$ cat src/rtl/fau_pkg.sv
package fau_pkg;

	localparam int NumW  = 16;
	localparam int DenW  = 15;
	localparam int ResNW = 32;
	localparam int ResDW = 31;
	localparam int ShW   = 4;
	localparam int CntW  = 4;
	localparam logic [CntW-1:0] DivSteps = CntW'(DenW);

	typedef enum logic [1:0] {
		CMD_MUL = 2'd0,
		CMD_DIV = 2'd1,
		CMD_ADD = 2'd2,
		CMD_SUB = 2'd3
	} cmd_t;

	typedef enum logic [2:0] {
		ST_IDLE,
		ST_DISPATCH,
		ST_GCD,
		ST_DIV,
		ST_LCM,
		ST_OUT
	} state_t;

	typedef enum logic [3:0] {
		DP_NOP,
		DP_LOAD,
		DP_GCD,
		DP_DIV_INIT,
		DP_DIV,
		DP_MUL_DIRECT,
		DP_MUL_SCALE,
		DP_MUL_LCM,
		DP_ZERO,
		DP_PUBLISH
	} dp_op_t;

	typedef struct packed {
		dp_op_t op;
	} dp_ctrl_t;

	typedef struct packed {
		logic addsub;
		logic den_zero;
		logic gcd_done;
		logic div_done;
	} dp_stat_t;

endpackage

$ cat src/rtl/fau_datapath.sv
module fau_datapath
	import fau_pkg::*;
(
	input  logic                    clk,
	input  dp_ctrl_t                ctrl,
	input  logic [1:0]              cmd,
	input  logic signed [NumW-1:0]  a_num,
	input  logic [DenW-1:0]         a_den,
	input  logic signed [NumW-1:0]  b_num,
	input  logic [DenW-1:0]         b_den,
	output dp_stat_t                stat,
	output logic signed [ResNW-1:0] res_num,
	output logic signed [ResDW-1:0] res_den
);

	cmd_t                    cmd_q;
	logic signed [NumW-1:0]  an_q, bn_q;
	logic [DenW-1:0]         ad_q, bd_q;
	logic [DenW-1:0]         x_q, y_q, g_q;
	logic [ShW-1:0]          k_q;
	logic [DenW-1:0]         rem_a_q, rem_b_q, quo_a_q, quo_b_q;
	logic [CntW-1:0]         cnt_q;
	logic signed [ResNW-1:0] prod0_q, prod1_q, num_q, res_num_q;
	logic signed [ResDW-1:0] den_q, res_den_q;

	logic signed [NumW:0]    m0_b, m1_a, m1_b;
	logic signed [32:0]      m0;
	logic signed [33:0]      m1;
	logic [DenW:0]           tr_a, tr_b;
	logic                    ge_a, ge_b;

	always_comb begin
		if (ctrl.op == DP_MUL_SCALE) begin
			m0_b = $signed({2'b00, quo_b_q});
		end else if (cmd_q == CMD_MUL) begin
			m0_b = $signed({bn_q[NumW-1], bn_q});
		end else begin
			m0_b = $signed({2'b00, bd_q});
		end
		if (ctrl.op == DP_MUL_SCALE || ctrl.op == DP_MUL_LCM) begin
			m1_a = $signed({2'b00, quo_a_q});
		end else begin
			m1_a = $signed({2'b00, ad_q});
		end
		if (ctrl.op == DP_MUL_LCM || (ctrl.op != DP_MUL_SCALE && cmd_q == CMD_MUL)) begin
			m1_b = $signed({2'b00, bd_q});
		end else begin
			m1_b = $signed({bn_q[NumW-1], bn_q});
		end
	end

	assign m0 = an_q * m0_b;
	assign m1 = m1_a * m1_b;

	assign tr_a = {rem_a_q, quo_a_q[DenW-1]};
	assign tr_b = {rem_b_q, quo_b_q[DenW-1]};
	assign ge_a = tr_a >= {1'b0, g_q};
	assign ge_b = tr_b >= {1'b0, g_q};

	always_ff @(posedge clk) begin
		unique case (ctrl.op)
			DP_LOAD: begin
				cmd_q <= cmd_t'(cmd);
				an_q  <= a_num;
				ad_q  <= a_den;
				bn_q  <= b_num;
				bd_q  <= b_den;
				x_q   <= a_den;
				y_q   <= b_den;
				k_q   <= '0;
			end
			DP_GCD: begin
				if (!x_q[0] && !y_q[0]) begin
					x_q <= x_q >> 1;
					y_q <= y_q >> 1;
					k_q <= k_q + 1'b1;
				end else if (!x_q[0]) begin
					x_q <= x_q >> 1;
				end else if (!y_q[0]) begin
					y_q <= y_q >> 1;
				end else if (x_q >= y_q) begin
					x_q <= (x_q - y_q) >> 1;
				end else begin
					y_q <= (y_q - x_q) >> 1;
				end
			end
			DP_DIV_INIT: begin
				g_q     <= DenW'((x_q | y_q) << k_q);
				rem_a_q <= '0;
				rem_b_q <= '0;
				quo_a_q <= ad_q;
				quo_b_q <= bd_q;
				cnt_q   <= DivSteps;
			end
			DP_DIV: begin
				rem_a_q <= ge_a ? DenW'(tr_a - {1'b0, g_q}) : DenW'(tr_a);
				rem_b_q <= ge_b ? DenW'(tr_b - {1'b0, g_q}) : DenW'(tr_b);
				quo_a_q <= {quo_a_q[DenW-2:0], ge_a};
				quo_b_q <= {quo_b_q[DenW-2:0], ge_b};
				cnt_q   <= cnt_q - 1'b1;
			end
			DP_MUL_DIRECT: begin
				num_q <= m0[ResNW-1:0];
				den_q <= m1[ResDW-1:0];
			end
			DP_MUL_SCALE: begin
				prod0_q <= m0[ResNW-1:0];
				prod1_q <= m1[ResNW-1:0];
			end
			DP_MUL_LCM: begin
				num_q <= (cmd_q == CMD_SUB) ? prod0_q - prod1_q : prod0_q + prod1_q;
				den_q <= m1[ResDW-1:0];
			end
			DP_ZERO: begin
				num_q <= '0;
				den_q <= '0;
			end
			DP_PUBLISH: begin
				res_num_q <= num_q;
				res_den_q <= den_q;
			end
			DP_NOP: begin
			end
			default: begin
			end
		endcase
	end

	assign stat.addsub   = (cmd_q == CMD_ADD) || (cmd_q == CMD_SUB);
	assign stat.den_zero = (ad_q == '0) || (bd_q == '0);
	assign stat.gcd_done = (x_q == '0) || (y_q == '0);
	assign stat.div_done = (cnt_q == '0);

	assign res_num = res_num_q;
	assign res_den = res_den_q;

endmodule

$ cat src/rtl/fau_controller.sv
module fau_controller
	import fau_pkg::*;
(
	input  logic     clk,
	input  logic     arst_n,
	input  logic     in_valid,
	output logic     in_ready,
	output logic     out_valid,
	input  logic     out_ready,
	input  dp_stat_t stat,
	output dp_ctrl_t ctrl
);

	state_t state_q, state_nxt;
	logic   out_valid_q;

	always_comb begin
		state_nxt = state_q;
		unique case (state_q)
			ST_IDLE: begin
				if (in_valid) state_nxt = ST_DISPATCH;
			end
			ST_DISPATCH: begin
				if (stat.addsub && !stat.den_zero) state_nxt = ST_GCD;
				else state_nxt = ST_OUT;
			end
			ST_GCD: begin
				if (stat.gcd_done) state_nxt = ST_DIV;
			end
			ST_DIV: begin
				if (stat.div_done) state_nxt = ST_LCM;
			end
			ST_LCM: begin
				state_nxt = ST_OUT;
			end
			ST_OUT: begin
				if (!out_valid_q || out_ready) state_nxt = ST_IDLE;
			end
			default: begin
				state_nxt = ST_IDLE;
			end
		endcase
	end

	always_comb begin
		ctrl.op  = DP_NOP;
		in_ready = 1'b0;
		unique case (state_q)
			ST_IDLE: begin
				in_ready = 1'b1;
				if (in_valid) ctrl.op = DP_LOAD;
			end
			ST_DISPATCH: begin
				priority if (!stat.addsub) ctrl.op = DP_MUL_DIRECT;
				else if (stat.den_zero) ctrl.op = DP_ZERO;
				else ctrl.op = DP_NOP;
			end
			ST_GCD: begin
				ctrl.op = stat.gcd_done ? DP_DIV_INIT : DP_GCD;
			end
			ST_DIV: begin
				ctrl.op = stat.div_done ? DP_MUL_SCALE : DP_DIV;
			end
			ST_LCM: begin
				ctrl.op = DP_MUL_LCM;
			end
			ST_OUT: begin
				if (!out_valid_q || out_ready) ctrl.op = DP_PUBLISH;
			end
			default: begin
				ctrl.op = DP_NOP;
			end
		endcase
	end

	always_ff @(posedge clk or negedge arst_n) begin
		if (!arst_n) begin
			state_q     <= ST_IDLE;
			out_valid_q <= 1'b0;
		end else begin
			state_q <= state_nxt;
			if (ctrl.op == DP_PUBLISH) out_valid_q <= 1'b1;
			else if (out_ready) out_valid_q <= 1'b0;
		end
	end

	assign out_valid = out_valid_q;

endmodule

$ cat src/rtl/fraction_arith_unit_top.sv
// Multiply, divide and add/subtract with a zero denominator go from dispatch straight
// to the published result. Add and subtract first run the binary GCD steps, followed
// by the 15-step shared-divisor restoring divide and the LCM scaling.
// One item in flight; a new item is taken only after the last result is published,
// and may be taken while that result waits.
// Reset (arst_n, async, active low) clears the controller and result valid.
module fraction_arith_unit_top
	import fau_pkg::*;
(
	input  logic                    clk,
	input  logic                    arst_n,
	input  logic                    in_valid,
	output logic                    in_ready,
	input  logic [1:0]              cmd,
	input  logic signed [NumW-1:0]  a_num,
	input  logic [DenW-1:0]         a_den,
	input  logic signed [NumW-1:0]  b_num,
	input  logic [DenW-1:0]         b_den,
	output logic                    out_valid,
	input  logic                    out_ready,
	output logic signed [ResNW-1:0] res_num,
	output logic signed [ResDW-1:0] res_den
);

	dp_ctrl_t ctrl;
	dp_stat_t stat;

	fau_controller u_ctrl (
		.clk       (clk),
		.arst_n    (arst_n),
		.in_valid  (in_valid),
		.in_ready  (in_ready),
		.out_valid (out_valid),
		.out_ready (out_ready),
		.stat      (stat),
		.ctrl      (ctrl)
	);

	fau_datapath u_dp (
		.clk     (clk),
		.ctrl    (ctrl),
		.cmd     (cmd),
		.a_num   (a_num),
		.a_den   (a_den),
		.b_num   (b_num),
		.b_den   (b_den),
		.stat    (stat),
		.res_num (res_num),
		.res_den (res_den)
	);

endmodule

$ cat config.mk
export PLATFORM = sky130hd
export DESIGN_NAME = fraction_arith_unit_top
export DESIGN_NICKNAME = d
export VERILOG_FILES = /design/src/rtl/fau_pkg.sv /design/src/rtl/fau_datapath.sv /design/src/rtl/fau_controller.sv /design/src/rtl/fraction_arith_unit_top.sv
export SDC_FILE = /design/constraint.sdc
export NUM_CORES = 2
export LEC_CHECK = 0
export BUFFER_PORTS_ARGS = -buffer_cell sky130_fd_sc_hd__buf_2
export CORE_UTILIZATION = 65
export CTS_CLUSTER_SIZE = 16
export DETAILED_ROUTE_END_ITERATION = 6
export PLACE_DENSITY = 0.89
export SYNTH_ARGS = -nofsm -noshare
export SYNTH_HDL_FRONTEND = slang
export SYNTH_SLANG_ARGS = --single-unit
$ cat constraint.sdc
create_clock -name clk -period 10.89 [get_ports clk]
set_input_delay 2.178 -clock clk [delete_from_list [all_inputs] [get_ports clk]]
set_output_delay 2.178 -clock clk [all_outputs]
set_load 0.005 [all_outputs]
==> metrics <==
# fillers=4072; First-pass DRT Iterations=7; Setup Buffers After CTS=0; Synthesized Nets=4769; layout cells sized above 1=8.04%; Hold-fix buffers, CTS=0; io pins=133; yosys warns=0; Synth Area in XOR/XNOR=3.84%; clock slew at reported path FFs=60 ps; CTS root buffer=clkbuf_16; clk sink count=371; Post-synth EDFFs=367; Critical Path Start Type=input pin; worst reg2reg path depth=27; vias=29207; first-pass GRT wire length=157000 um; final setup fails=0; Seq cells post-synth=371; DRT Wirelength=98300 um; DRC errors left=24; die area=61300 um2; CORE AREA=59400 um2; Area Growth Syn to Fin=7.59%; CP required=11230 ps; Synth Instances=3915; max incr delay on CP=1090 ps; # Max-Cap Violations=0; drt wl/cell=20.3 um; PortBufs=132; RSZ-0062 raised after global routing=no; Clock Tree Buf Depth=3; Slew HR=15.5%; Synth Area in Compound Gates=8.74%; total grt overflow=0; sequential share of the synthesized area=28.4%; vias per cell=6.05; most frequent cells in the layout=704 x inv_1, 513 x fa_1, 499 x nand2_1, 367 x edfxtp_1, 273 x ha_1; worst hold path cell count=0; Skew-Pair Late Insertion Delay=600 ps; CP top delay family=compound AO/OA/AOI/OAI gates; type of the worst setup path=in2reg; Tcrit/Tclk final=92.4%; Mapped Area=39200 um2; mux cell area share after synthesis=2.85%; Post-Synth Simple-Gate Area=13.3%; outcome=finished with violations; adder-cell share of the synthesized area=34.9%; RR Endpoint=u_dp.num_q[30]; commonest register cell after synthesis=edfxtp_1; f_max=99.3 MHz; # nets final=4879; main combinational cell family by area after synthesis=adder cells; synth unique cells=90; syn avg cell area=10.0 um2; Critical Path Fanout Max=31; largest net degree at the start of global routing=67; CTS Buf Count=43; Die Ht=248 um; WP buf/inv=4; worst reg2reg path startpoint=u_dp.x_q[14]; register-to-register setup slack=1580 ps; Final ANT Viol Nets=0; initial antenna violation count=9; initial core utilization=66.0%; most common cell after layout, fill and taps aside=inv_1; final setup TNS=0 ps; CP Data Arrival Time=10410 ps; vias in the first global route=30170; crit end category=register; GP Congestion=1.04; min-delay src=u_dp.den_q[20]; failing checks=DRC; Slew Viols, Final=0; Hold Vio Cnt, Final=0; drt first-iter violations=2673; GRT Overall Usage=33.2%; FP Rows=89; Die W=248 um; Detail Placement HPWL=76700 um; H-tree depth=2; Hold WC Path Type=reg2reg; crit path max-delay cell type=o21ai_1; most frequent CP cell=fa_1; hold endpoint=u_dp.res_den[20]; Slew @ Worst Pin=1260 ps; CTS resizes=0; CTS tree=done; Worst Skew=46.8 ps; ys async rst share=1.08%; crit path time final=10070 ps
## flip-flops by register name, summed over array words and instances, names as in the netlist, 16 cells and up
| register | count |
|---|---|
| u_dp.res_num | 32 |
| u_dp.prod1_q | 32 |
| u_dp.res_den | 31 |
| u_dp.an_q | 16 |
| u_dp.prod0_q | 32 |
| u_dp.bn_q | 16 |
| u_dp.num_q | 32 |
| u_dp.den_q | 31 |
## Yosys cell counts, drive strengths merged (17+ instances only)
library cell,number,area (um2)
a21oi,139,718
mux2i,78,781
nor2,261,982
mux2,24,270
and2,130,816
nand4,20,125
a21o,46,345
nor2b,42,263
nand3,33,170
clkbuf,86,323
nand2,499,1870
nand2b,33,206
a211oi,17,128
xnor2,126,1100
o21a,35,263
nor4,23,150
ha,273,3420
edfxtp,367,11000
o21bai,31,233
inv,705,2650
fa,513,10300
xor2,46,403
nor3,48,240
o21ai,118,598
buf,33,166
## metrics by stage
step | instances | setup WS, ps | utilization, % | hold slack, ps | instance area, um2
after global placement | 4753 | 549 | 68.7 | 401 | 40800
after detailed placement | 4753 | 371 | 68.7 | 405 | 40800
after CTS | 4827 | 956 | 71.0 | 414 | 42200
final | 4829 | 824 | 71.1 | 415 | 42200
after floorplan | 3915 | 1030 | - | 400 | 39200
after global routing | 4828 | 494 | 71.1 | 414 | 42200
## cell families after synthesis
family / Yosys count
AOI/OAI and AO/OA: 514
buffers and inverters: 825
muxes: 105
and+or+nand+nor: 1142
adders and majority gates: 786
xor gates and xnor gates: 172
DFF: 371
## metal layers
layer / vias up / track usage (%) / part of all wire [%]
li1: 12896 / - / -
met1: 14165 / 41.3 / 36
met2: 1722 / 54.5 / 48
met3: 416 / 7.42 / 11
met4: 8 / 17.3 / 5.7
met5: - / 0 / 0.055
## area by class of cell
class	count	area (um2)	area share [%]
antenna	2	5.00	0.0119
sequential	371	11100	26.4
inverter	706	2650	6.29
timing repair buffer	184	1060	2.52
clock inverter	26	255	0.605
tap	773	967	2.29
multi-input combinational	2719	25000	59.3
clock buffer	48	1120	2.65
## worst max-delay path by stage
stage | start | slack [ps] | cells after the start | end
finish | out_ready | 820 | 27 | u_dp.num_q[30]
global route | out_ready | 490 | 27 | u_dp.num_q[30]
CTS | out_ready | 960 | 27 | u_dp.num_q[30]
detailed placement | out_ready | 370 | 27 | u_dp.num_q[30]
global placement | out_ready | 550 | 27 | u_dp.num_q[30]
floorplan | out_ready | 1030 | 27 | u_dp.num_q[29]
Power is not shown: default switching activity piles up to over one toggle a cycle in this logic, so the estimate is an artifact.
